===== config.mk =====
export PLATFORM = sky130hd
export DESIGN_NAME = utf8_decoder_with_replacement_core
export DESIGN_NICKNAME = d
export VERILOG_FILES = /design/src/design/utf8d_pkg.sv /design/src/design/utf8d_decode.sv /design/src/design/utf8d_out_buf.sv /design/src/design/utf8_decoder_with_replacement_core.sv
export SDC_FILE = /design/constraint.sdc
export NUM_CORES = 1
export LEC_CHECK = 0
export ABC_AREA = 0
export BUFFER_PORTS_ARGS = -buffer_cell sky130_fd_sc_hd__buf_2
export CORE_UTILIZATION = 45
export CTS_CLUSTER_DIAMETER = 100
export CTS_CLUSTER_SIZE = 20
export DETAILED_ROUTE_END_ITERATION = 7
export REMOVE_ABC_BUFFERS = 1
export SLEW_MARGIN = 20
export SYNTH_ARGS = -nofsm -noshare
export SYNTH_HDL_FRONTEND = slang
export SYNTH_SLANG_ARGS = --single-unit

===== constraint.sdc =====
create_clock -name clk -period 17.41 [get_ports clk]
set_input_delay 1.741 -clock clk [delete_from_list [all_inputs] [get_ports clk]]
set_output_delay 1.741 -clock clk [all_outputs]
set_load 0.05 [all_outputs]

===== src/design/utf8d_pkg.sv =====
// Shared types, constants and byte-class helpers for the UTF-8 decoder.
// No dependencies; every other design file imports this package.
`default_nettype none

package utf8d_pkg;

	localparam logic [20:0] REPLACEMENT  = 21'h00FFFD;
	localparam logic [20:0] MAX_CP       = 21'h10FFFF;
	localparam logic [20:0] BMP_MAX      = 21'h00FFFF;
	localparam logic [20:0] PLANE1_BASE  = 21'h010000;
	localparam logic [20:0] SURR_HI_BASE = 21'h00D800;
	localparam logic [20:0] SURR_LO_BASE = 21'h00DC00;
	localparam logic [15:0] SURR_FIRST   = 16'hD800;
	localparam logic [15:0] SURR_LAST    = 16'hDFFF;
	localparam logic [10:0] MIN_CP2      = 11'h080;
	localparam logic [15:0] MIN_CP3      = 16'h0800;

	// Register index of the output-mode bit on the configuration port
	localparam logic [0:0]  CFG_UTF16    = 1'b0;

	// One scan step at one window position
	typedef struct packed {
		logic [1:0]  nunits;  // 0, 1 or 2 code units
		logic        hold;    // incomplete sequence: keep the rest of the window
		logic [2:0]  adv;     // bytes consumed
		logic [20:0] u0;
		logic [20:0] u1;
	} tok_t;

	// Results caused by one input byte, in order
	typedef struct packed {
		logic [2:0]       count;
		logic [3:0][20:0] units;
		logic [3:0]       eot;
	} batch_t;

	// Sequence length announced by a lead byte; 0 for a byte that cannot lead
	function automatic logic [2:0] lead_len(input logic [7:0] b);
		if (!b[7])
			return 3'd1;
		else if (b[7:5] == 3'b110)
			return 3'd2;
		else if (b[7:4] == 4'b1110)
			return 3'd3;
		else if (b[7:3] == 5'b11110)
			return 3'd4;
		else
			return 3'd0;
	endfunction

	function automatic logic is_cont(input logic [7:0] b);
		return b[7:6] == 2'b10;
	endfunction

endpackage

`default_nettype wire


===== src/design/utf8d_decode.sv =====
// Combinational decode of one byte against the held sequence.
// Depends on utf8d_pkg for types, constants and lead_len/is_cont.
`default_nettype none

module utf8d_decode import utf8d_pkg::*; (
	input  logic [7:0]      byte_in,
	input  logic [2:0][7:0] held,
	input  logic [1:0]      held_cnt,
	input  logic            utf16,
	output batch_t          batch,
	output logic [2:0][7:0] held_next,
	output logic [1:0]      held_cnt_next
);

	// Decode the sequence that starts at s[0], with avail bytes present
	function automatic tok_t tok_at(input logic [3:0][7:0] s, input logic [2:0] avail,
		input logic term, input logic mode16);
		tok_t        t;
		logic [2:0]  n;
		logic [10:0] cp2;
		logic [15:0] cp3;
		logic [20:0] cp4;
		logic [20:0] cp;
		logic [19:0] off;
		logic        ok;
		t   = '{nunits: 2'd1, hold: 1'b0, adv: 3'd1, u0: REPLACEMENT, u1: '0};
		n   = lead_len(s[0]);
		cp2 = {s[0][4:0], s[1][5:0]};
		cp3 = {s[0][3:0], s[1][5:0], s[2][5:0]};
		cp4 = {s[0][2:0], s[1][5:0], s[2][5:0], s[3][5:0]};
		cp  = '0;
		ok  = 1'b0;
		case (n)
			3'd2: begin
				cp = {10'b0, cp2};
				ok = (cp2 >= MIN_CP2) && is_cont(s[1]);
			end
			3'd3: begin
				cp = {5'b0, cp3};
				ok = (cp3 >= MIN_CP3) && !(cp3 >= SURR_FIRST && cp3 <= SURR_LAST) &&
				     is_cont(s[1]) && is_cont(s[2]);
			end
			3'd4: begin
				cp = cp4;
				ok = (cp4 >= PLANE1_BASE) && (cp4 <= MAX_CP) &&
				     is_cont(s[1]) && is_cont(s[2]) && is_cont(s[3]);
			end
			default: ;
		endcase
		off = 20'(cp - PLANE1_BASE);
		if (n == 3'd1) begin
			t.u0 = {13'b0, s[0]};
		end else if (n >= 3'd2) begin
			if (avail >= n) begin
				// a failed check consumes only the lead; the rest is scanned again
				if (ok) begin
					t.adv = n;
					if (mode16 && cp > BMP_MAX) begin
						t.nunits = 2'd2;
						t.u0     = SURR_HI_BASE + {11'b0, off[19:10]};
						t.u1     = SURR_LO_BASE + {11'b0, off[9:0]};
					end else begin
						t.u0 = cp;
					end
				end
			end else if (!term) begin
				t.hold   = 1'b1;
				t.nunits = 2'd0;
				t.adv    = 3'd0;
			end
		end
		return t;
	endfunction

	logic            is_zero;
	logic [3:0][7:0] win;
	logic [2:0]      win_len;
	tok_t [3:0]      toks;
	logic [3:0][7:0] rest;
	logic [2:0]      pos;
	logic [2:0]      hold_pos;
	logic            stop;
	tok_t            t;
	logic [2:0]      cnt;

	assign is_zero = (byte_in == 8'd0);

	// Window: held bytes followed by the new byte; a zero byte only flushes
	always_comb begin
		for (int j = 0; j < 3; j++)
			win[j] = (2'(j) < held_cnt) ? held[j] : byte_in;
		win[3]  = byte_in;
		win_len = is_zero ? {1'b0, held_cnt} : ({1'b0, held_cnt} + 3'd1);
		for (int i = 0; i < 4; i++)
			toks[i] = tok_at(win >> (8 * i), win_len - 3'(i), is_zero, utf16);
	end

	// Walk the window position by position and pack the code units
	always_comb begin
		pos      = 3'd0;
		hold_pos = win_len;
		stop     = 1'b0;
		cnt      = 3'd0;
		t        = '0;
		batch    = '0;
		for (int k = 0; k < 4; k++) begin
			if (!stop && pos < win_len) begin
				t = toks[pos[1:0]];
				if (t.hold) begin
					stop     = 1'b1;
					hold_pos = pos;
				end else begin
					if (t.nunits != 2'd0 && cnt < 3'd4) begin
						batch.units[cnt[1:0]] = t.u0;
						cnt = cnt + 3'd1;
					end
					if (t.nunits == 2'd2 && cnt < 3'd4) begin
						batch.units[cnt[1:0]] = t.u1;
						cnt = cnt + 3'd1;
					end
					pos = pos + t.adv;
				end
			end
		end
		// end marker, dropped if the result limit is already reached
		if (is_zero && cnt < 3'd4) begin
			batch.units[cnt[1:0]] = '0;
			batch.eot[cnt[1:0]]   = 1'b1;
			cnt = cnt + 3'd1;
		end
		batch.count = cnt;
	end

	assign rest          = win >> {hold_pos, 3'b000};
	assign held_next     = rest[2:0];
	assign held_cnt_next = stop ? 2'(win_len - hold_pos) : 2'd0;

endmodule

`default_nettype wire


===== src/design/utf8d_out_buf.sv =====
// Result buffer: loads a byte's batch, drains one a cycle if not stalled.
// Depends on utf8d_pkg for batch_t.
`default_nettype none

module utf8d_out_buf import utf8d_pkg::*; (
	input  logic        clk,
	input  logic        arst_n,
	input  logic        load,
	input  batch_t      batch,
	output logic        ready,
	output logic        unit_valid,
	input  logic        unit_stall,
	output logic [20:0] code_unit,
	output logic        end_of_text,
	output logic        last
);

	logic [3:0][20:0] unit_q;
	logic [3:0]       eot_q;
	logic [2:0]       cnt_q;
	logic [1:0]       idx_q;
	logic             take;

	assign unit_valid  = (cnt_q != 3'd0);
	assign take        = unit_valid && !unit_stall;
	assign ready       = (cnt_q == 3'd0) || (cnt_q == 3'd1 && !unit_stall);
	assign code_unit   = unit_q[idx_q];
	assign end_of_text = eot_q[idx_q];
	assign last        = (cnt_q == 3'd1);

	always_ff @(posedge clk or negedge arst_n) begin
		if (!arst_n) begin
			cnt_q <= 3'd0;
			idx_q <= 2'd0;
		end else if (load) begin
			cnt_q <= batch.count;
			idx_q <= 2'd0;
		end else if (take) begin
			cnt_q <= cnt_q - 3'd1;
			idx_q <= idx_q + 2'd1;
		end
	end

	always_ff @(posedge clk) begin
		if (load) begin
			unit_q <= batch.units;
			eot_q  <= batch.eot;
		end
	end

endmodule

`default_nettype wire


===== src/design/utf8_decoder_with_replacement_core.sv =====
// Top level of the UTF-8 decoder with replacement: input register, held state,
// config register. Depends on utf8d_pkg, utf8d_decode and utf8d_out_buf.
//
//   channel   direction  handshake                 payload
//   byte      in         byte_valid / byte_stall   byte_in[7:0]
//   unit      out        unit_valid / unit_stall   code_unit[20:0], end_of_text, last
//   config    in         APB psel/penable/pwrite   paddr[2:0], pwdata, prdata
//
// A byte is taken into the input register and decoded in the next cycle. Its
// results load into the result buffer when the buffer is ready, and the first
// result is presented from the buffer. Bytes that give at most one result
// stream at one per cycle while unit_stall is low; a byte that gives more
// results (up to four) holds back the next byte while the buffer drains, one
// unit a cycle when not stalled.
// Reset clears the held count, the mode bit and all valid flags; no sweep.
// A stall on the unit side holds the buffer, then the input register, then byte_stall.
`default_nettype none

module utf8_decoder_with_replacement_core import utf8d_pkg::*; (
	input  logic        clk,
	input  logic        arst_n,
	input  logic        psel,
	input  logic        penable,
	input  logic        pwrite,
	input  logic [2:0]  paddr,
	input  logic [31:0] pwdata,
	output logic [31:0] prdata,
	output logic        pready,
	input  logic        byte_valid,
	output logic        byte_stall,
	input  logic [7:0]  byte_in,
	output logic        unit_valid,
	input  logic        unit_stall,
	output logic [20:0] code_unit,
	output logic        end_of_text,
	output logic        last
);

	logic            utf16_q;
	logic [2:0][7:0] held_q;
	logic [1:0]      held_cnt_q;
	logic            valid_s1;
	logic [7:0]      byte_s1;

	batch_t          batch;
	logic [2:0][7:0] held_next;
	logic [1:0]      held_cnt_next;
	logic            buf_ready;
	logic            retire;
	logic            accept;

	// Config port: single mode bit, zero-wait
	assign pready = 1'b1;
	assign prdata = (paddr[2:2] == CFG_UTF16) ? {31'b0, utf16_q} : 32'd0;

	always_ff @(posedge clk or negedge arst_n) begin
		if (!arst_n)
			utf16_q <= 1'b0;
		else if (psel && penable && pwrite && pready && paddr[2:2] == CFG_UTF16)
			utf16_q <= pwdata[0];
	end

	// Retire the registered byte once its batch fits in the result buffer;
	// a byte that only extends the held sequence retires at once.
	assign retire     = valid_s1 && (batch.count == 3'd0 || buf_ready);
	assign byte_stall = valid_s1 && !retire;
	assign accept     = byte_valid && !byte_stall;

	always_ff @(posedge clk or negedge arst_n) begin
		if (!arst_n)
			valid_s1 <= 1'b0;
		else if (accept)
			valid_s1 <= 1'b1;
		else if (retire)
			valid_s1 <= 1'b0;
	end

	always_ff @(posedge clk) begin
		if (accept)
			byte_s1 <= byte_in;
	end

	// Held sequence advances only when a byte retires
	always_ff @(posedge clk or negedge arst_n) begin
		if (!arst_n)
			held_cnt_q <= 2'd0;
		else if (retire)
			held_cnt_q <= held_cnt_next;
	end

	always_ff @(posedge clk) begin
		if (retire)
			held_q <= held_next;
	end

	utf8d_decode u_decode (
		.byte_in       (byte_s1),
		.held          (held_q),
		.held_cnt      (held_cnt_q),
		.utf16         (utf16_q),
		.batch         (batch),
		.held_next     (held_next),
		.held_cnt_next (held_cnt_next)
	);

	utf8d_out_buf u_out_buf (
		.clk         (clk),
		.arst_n      (arst_n),
		.load        (retire && batch.count != 3'd0),
		.batch       (batch),
		.ready       (buf_ready),
		.unit_valid  (unit_valid),
		.unit_stall  (unit_stall),
		.code_unit   (code_unit),
		.end_of_text (end_of_text),
		.last        (last)
	);

	// Held sequence always starts with a multi-byte lead
	a_held_lead: assert property (@(posedge clk) disable iff (!arst_n)
		held_cnt_q != 2'd0 |-> lead_len(held_q[0]) >= 3'd2)
		else $error("held sequence without a multi-byte lead");

	// End marker is the final unit of its batch and carries zero
	a_eot_last: assert property (@(posedge clk) disable iff (!arst_n)
		unit_valid && end_of_text |-> last && code_unit == 21'd0)
		else $error("end marker not last or not zero");

	// Zero byte leaves nothing held
	a_flush: assert property (@(posedge clk) disable iff (!arst_n)
		retire && byte_s1 == 8'd0 |=> held_cnt_q == 2'd0)
		else $error("held bytes survive a zero byte");

	// A nonzero byte without results must have been held
	a_silent_held: assert property (@(posedge clk) disable iff (!arst_n)
		retire && byte_s1 != 8'd0 && batch.count == 3'd0 |=> held_cnt_q != 2'd0)
		else $error("byte dropped without result or hold");

endmodule

`default_nettype wire


Yosys cells after proc, flatten, opt, wreduce, memory -nomap -nowiden
Cells that the tools add are included. W data, S select, Z words.

$add $sub $neg: 26. Multipliers: 0. Divide/modulo/power cells: 0. Order comparisons: 57. Eq/ne operators: 33. Shift operators: 1. Muxes and demuxes: 188. Bitwise operators: 3. Reduce and logical (&&, ||, !) cells: 67.

Operator list (count): $mux W84 (21); $bwmux W84 (7); $mux W21 (26); $demux W21 S2 (8); $mux W48 (7); $bmux W48 S2 (3); $pmux W21 S3 (3); $mux W3 (61); $mux W45 (3); $mux W42 (3); $add A16 B10 Y17 const A (6); $mux W88 (1); $and A84 B84 Y84 (1); $not A84 Y84 (1); $gt A21 B16 Y1 const B (3); $sub A20 B17 Y20 const B (3); $logic_and A1 B1 Y1 (46); $bmux W21 S2 (1); $lt A2 B3 Y1 const B (12); $ge A11 B8 Y1 const B (3); $ge A16 B12 Y1 const B (2); $ge A16 B16 Y1 const B (2); $le A16 B16 Y1 const B (2); $shr A32 B6 Y24 (1); 39 further kinds (149).

Register bits: 129. Latch bits: 0. Bits in writable memories: 0. Bits in read-only memories: 0. Input port bits: 50. Output and inout bits: 58. Logic and storage cells: 389. Memories: 0.

Depth between registers and ports, before layout
Word-level depth: 66. Depth in mapped cells: 56. Gate-level depth less buffers: 43.

Cells and area by module
From an unflattened synthesis, not the netlist that was laid out.

Cell total of the unflattened synthesis: 2007. Area, all modules: 15815.2 sq um.

By module, submodules not included: utf8d_decode (instances 1, cells an instance 1771, area an instance 10882.9 sq um, sequential area each 0.0 sq um); utf8d_out_buf (instances 1, cells an instance 154, area an instance 3509.6 sq um, sequential area each 2767.7 sq um); utf8_decoder_with_replacement_core (instances 1, cells an instance 82, area an instance 1422.6 sq um, sequential area each 1061.0 sq um).

Worst setup path after synthesis
OpenSTA, ideal clock, no wires.

Path kind: register to output. Start: register held_cnt_q[1]. End: output port byte_stall. Arrival: 11.857 ns. Data required time: 15.669 ns. Path slack: 3.812 ns. Stages on the path, launching flop included: 53. Buffers on the path: 10. Cells stage by stage: dfrtp_1 buf_6 buf_6 buf_2 buf_1 inv_1 ha_1 a21oi_1 inv_1 ha_1 inv_1 ha_1 nand2_1 o21ai_0 nand3_1 nor3_1 clkbuf_1 a31oi_1 (+17 left out) inv_2 buf_1 ha_1 a21o_1 a21o_1 a2111oi_0 o21ai_1 a311o_1 buf_6 nor4_2 or2_1 buf_6 ha_1 nor3_1 o21ai_0 o31ai_4 nand2_1 and3_1.

Cells in the longest elaborated chain, start to end: 63. Elaborated cells on any way between the ends: 214. Those cells by class: 14 x add/sub; 36 x order compare; 27 x eq/ne; 94 x mux; 43 x reduce/logical.

Ends and longest elaborated chain: start, declared (line utf8_decoder_with_replacement_core.sv:41) `logic [1:0] held_cnt_q;`; start signal, assigned (line utf8_decoder_with_replacement_core.sv:88) `held_cnt_q <= held_cnt_next;`; $lt A1 B2 Y1 (line utf8d_decode.sv:91) `win[j] = (2'(j) < held_cnt) ? held[j] : byte_in;`; $mux W8 (line utf8d_decode.sv:91); $eq A5 B5 Y1 (line utf8d_pkg.sv:45) `else if (b[7:3] == 5'b11110)`; $mux W3 (line utf8d_pkg.sv:45); $mux W3 (line utf8d_pkg.sv:43) `else if (b[7:4] == 4'b1110)`; $mux W3 (line utf8d_pkg.sv:41) `else if (b[7:5] == 3'b110)`; $mux W3 (line utf8d_pkg.sv:39) `if (!b[7])`; $eq A3 B3 Y1 or $eq A3 B2 Y1 (tied branches) (line utf8d_decode.sv:33) `case (n)`; (+47 left out); $lt A3 B3 Y1 (line utf8d_decode.sv:126) `if (is_zero && cnt < 3'd4) begin`; $logic_and A1 B1 Y1 (line utf8d_decode.sv:126); $mux W3 (*) (line utf8d_decode.sv:126); $logic_not A3 Y1 (*) (line utf8_decoder_with_replacement_core.sv:65) `assign retire = valid_s1 && (batch.count == 3'd0 || buf_ready);`; $logic_or A1 B1 Y1 (*) (line utf8_decoder_with_replacement_core.sv:65); $logic_and A1 B1 Y1 (*) (line utf8_decoder_with_replacement_core.sv:65); $logic_not A1 Y1 (*) (line utf8_decoder_with_replacement_core.sv:66) `assign byte_stall = valid_s1 && !retire;`; $logic_and A1 B1 Y1 (*) (line utf8_decoder_with_replacement_core.sv:66); end, declared (line utf8_decoder_with_replacement_core.sv:30) `output logic byte_stall,`.

Mark *: on every way between the ends. The rest lies on a longest branch, timed or not. The select of a mux whose other input is x is not followed.

Worst setup path in the final report
Ends and elaborated chain as after synthesis.

==> impl_metrics.py <==
metrics = {
    "floorplanning": {
        "start_util_pct": 45.8,
        "die_area_um2": 36000,
        "fp.dieH_um": 190,
        "std_cell_rows": 68,
        "die_x_um": 190,
        "ioPinCount": 108,
        "coreArea_um2": 34600,
    },
    "timing": {
        "rsz0062_at_grt": "no",
        "finalCritPeriodShare_pct": 93.6,
        "final_hold_viol_count": 0,
        "fin_ws_ns": 1.12,
        "clock_skew_ns": 0.0129,
        "finalMaxSlewViolations": 0,
        "relSlewSlack_pct": 23.4,
        "fmax_mhz": 61.4,
        "tns_ns": 0,
        "worst_pin_slew_ns": 1.15,
        "finalSetupViolCount": 0,
        "min_period_ns": 16.29,
    },
    "setup_path": {
        "criticalPathCategory": "register to primary output",
        "reg2reg_slack_ns": 2.39,
        "r2r_cells": 44,
        "worst-path-max-fanout": 37,
        "cpPeakStageDelay_ns": 0.67,
        "slowest_stage": "a2111oi_0",
        "r2r-start": "held_cnt_q[1]",
        "end_kind": "primary output",
        "cp.required_ns": 15.67,
        "path_delay_family": "compound AO/OA/AOI/OAI gates",
        "cp-start-kind": "register",
        "worst-path-buf-inv": 10,
        "cp_common_cell": "ha_1",
        "critPathArrivalTime_ns": 14.55,
        "timing.rr.end": "u_out_buf.unit_q[59]",
    },
    "global_route": {
        "grt.total_usage_pct": 39.0,
        "grt_overflow": 0,
        "grt_max_degree": 64,
        "grt_pass1_vias": 16200,
        "grt_pass1_wl_um": 104000,
        "antenna_found_initial": 0,
    },
    "layout": {
        "fill_cells": 3419,
        "diodes": 0,
        "utilization_pct": 48.8,
        "final_nets": 2105,
        "areaGrowthSynthToFinish_pct": 6.49,
        "layout-drive-gt1-share_pct": 13.3,
    },
    "synth": {
        "syn_inst": 2037,
        "synth.most_common_cell": "nand2_1",
        "yosys-top-cells-count": "nand2_1, nor2_1, a21oi_1, o21ai_0, edfxtp_1",
        "synth_top_cell_by_area": "edfxtp_1",
        "synth_cell_types": 119,
        "yosys_warnings": 0,
        "synth_edf_count": 120,
        "async_flop_share_pct": 6.98,
        "yosys-top-cells-area": "edfxtp_1, a21oi_1, nand2_1",
        "avgSynthCellArea_um2": 7.79,
        "synth-main-ff-cell": "edfxtp_1",
        "synth_area_um2": 15900,
        "ys_seq_elements": 129,
        "yosysSeqAreaShare_pct": 24.1,
        "netlist.area_leader.share_pct": 22.7,
    },
    "placement": {
        "pre_cts_slack_ns": 2.02,
        "io_buffers": 42,
        "hpwlAfterDp_um": 53300,
        "gp_congestion": 1.01,
    },
    "clock_tree": {
        "cts.sinks": 129,
        "cts_tree": "built",
        "ctsResizeCount": 0,
        "clkTransAtPathRegs_ns": 0.06,
        "clockBufferDepth": 2,
        "cts-buffers-inserted": 17,
        "clock_latency_ns": 0.47,
        "htreeDepth": 4,
        "cts_hold_buf": 0,
        "root_buffer": "clkbuf_16",
        "postCtsSetupBuffers": 0,
    },
    "detailed_routing": {
        "ant_nets": 0,
        "drt-initial-drc-count": 2629,
        "wl_per_cell_um": 28.5,
        "first_pass_iters": 6,
        "vias_per_cell": 7.04,
        "drc_errors": 0,
        "vias": 17400,
        "wl_um": 70400,
    },
    "run_status": {
        "status": "complete, no violations",
    },
    "worst_hold_path": {
        "hold-path-endpoint": "valid_s1",
        "min_path_type": "register to register",
        "hp-start": "valid_s1",
        "whs_path_depth": 1,
    },
    "flow_run": {
        "drv_cap": 0,
    },
}
## area by class of cell
| type | count | area (um2) | area share, % |
|---|---|---|---|
| Multi-Input combinational cell | 1699 | 11100 | 65.6 |
| Tap cell | 455 | 569 | 3.37 |
| Clock inverter | 15 | 165 | 0.977 |
| Timing Repair Buffer | 98 | 631 | 3.73 |
| Sequential cell | 129 | 3830 | 22.6 |
| Inverter | 54 | 203 | 1.20 |
| Clock buffer | 17 | 425 | 2.52 |
## cells in the final DEF (no fill, tap or decap), types with 10 or more instances in the layout
cell type    n
a21o_1      18
nor2_2      10
nand2b_1    20
edfxtp_1   120
o211ai_1    30
xnor2_1     12
o21ai_0    160
clkbuf_16   17
a31oi_1     26
a32oi_1     13
nor2b_1     13
nor3_1      43
inv_1       44
and3_1      18
nand4_1     11
o221ai_1    15
a221oi_1    15
nand2_1    239
mux2i_1     70
buf_2       42
nor2_1     206
ha_1        54
and2_1      19
nand3_1     53
mux2_2      34
a22oi_1     48
o21a_1      11
conb_1      32
a211oi_1    39
buf_4       56
o21ai_1     11
a21oi_1    185
o22ai_1     63
mux4_2      22
## layer usage
layer	vias to the layer above	global-route usage, %	share of wire, %
met5	-	0	0
met4	0	22.5	6.2
met3	254	8.14	10
met2	1229	59.8	44
met1	8257	50.6	40
li1	7632	-	-
## per-stage QoR
stage | instance area, um2 | std cells | hold slack [ns]
after floorplan | 15100 | 1882 | 0.543
after global placement | 16300 | 2435 | 0.583
after detailed placement | 16300 | 2435 | 0.586
after CTS | 16900 | 2467 | 0.603
after global routing | 16900 | 2467 | 0.636
final | 16900 | 2467 | 0.599
## state kept, by name, indices dropped and copies added (netlist names)
| name | cells |
|---|---|
| u_out_buf.idx_q | 2 |
| valid_s1 | 1 |
| held_q | 24 |
| byte_s1 | 8 |
| u_out_buf.cnt_q | 3 |
| u_out_buf.unit_q | 84 |
| utf16_q | 1 |
| u_out_buf.eot_q | 4 |
| held_cnt_q | 2 |
## worst reg2reg max path: cells and delay by family (launching register included)
kind,cells,cell delay [ns]
buffers and inverters,12,4.89
AOI/OAI and AO/OA,17,4.54
adders and majority gates,7,2.61
and+or+nand+nor,8,2.25
DFF,1,0.32
## cells by family after synthesis
group	Yosys count	share of synthesized area, %
flip-flops	129	24.1
AO/OA/AOI/OAI	750	31.5
buffers and inverters	239	7.09
other	2	0.0473
multiplexers	133	10.4
adder cells (fa/ha/maj)	56	4.51
AND/OR/NAND/NOR	709	21.3
XOR/XNOR	19	1.05
## worst max path at each step
stage	depth (start not counted)	to	startpoint
after global placement	44	byte_stall	held_cnt_q[1]
after floorplan	40	byte_stall	held_cnt_q[1]
after detailed placement	44	byte_stall	held_cnt_q[1]
after global routing	44	byte_stall	held_cnt_q[1]
after CTS	44	byte_stall	held_cnt_q[1]
final	44	byte_stall	held_cnt_q[1]
Power is left out: the tool's default activity adds up to more than one toggle a clock period on the data nets, which glitch-free logic cannot reach.
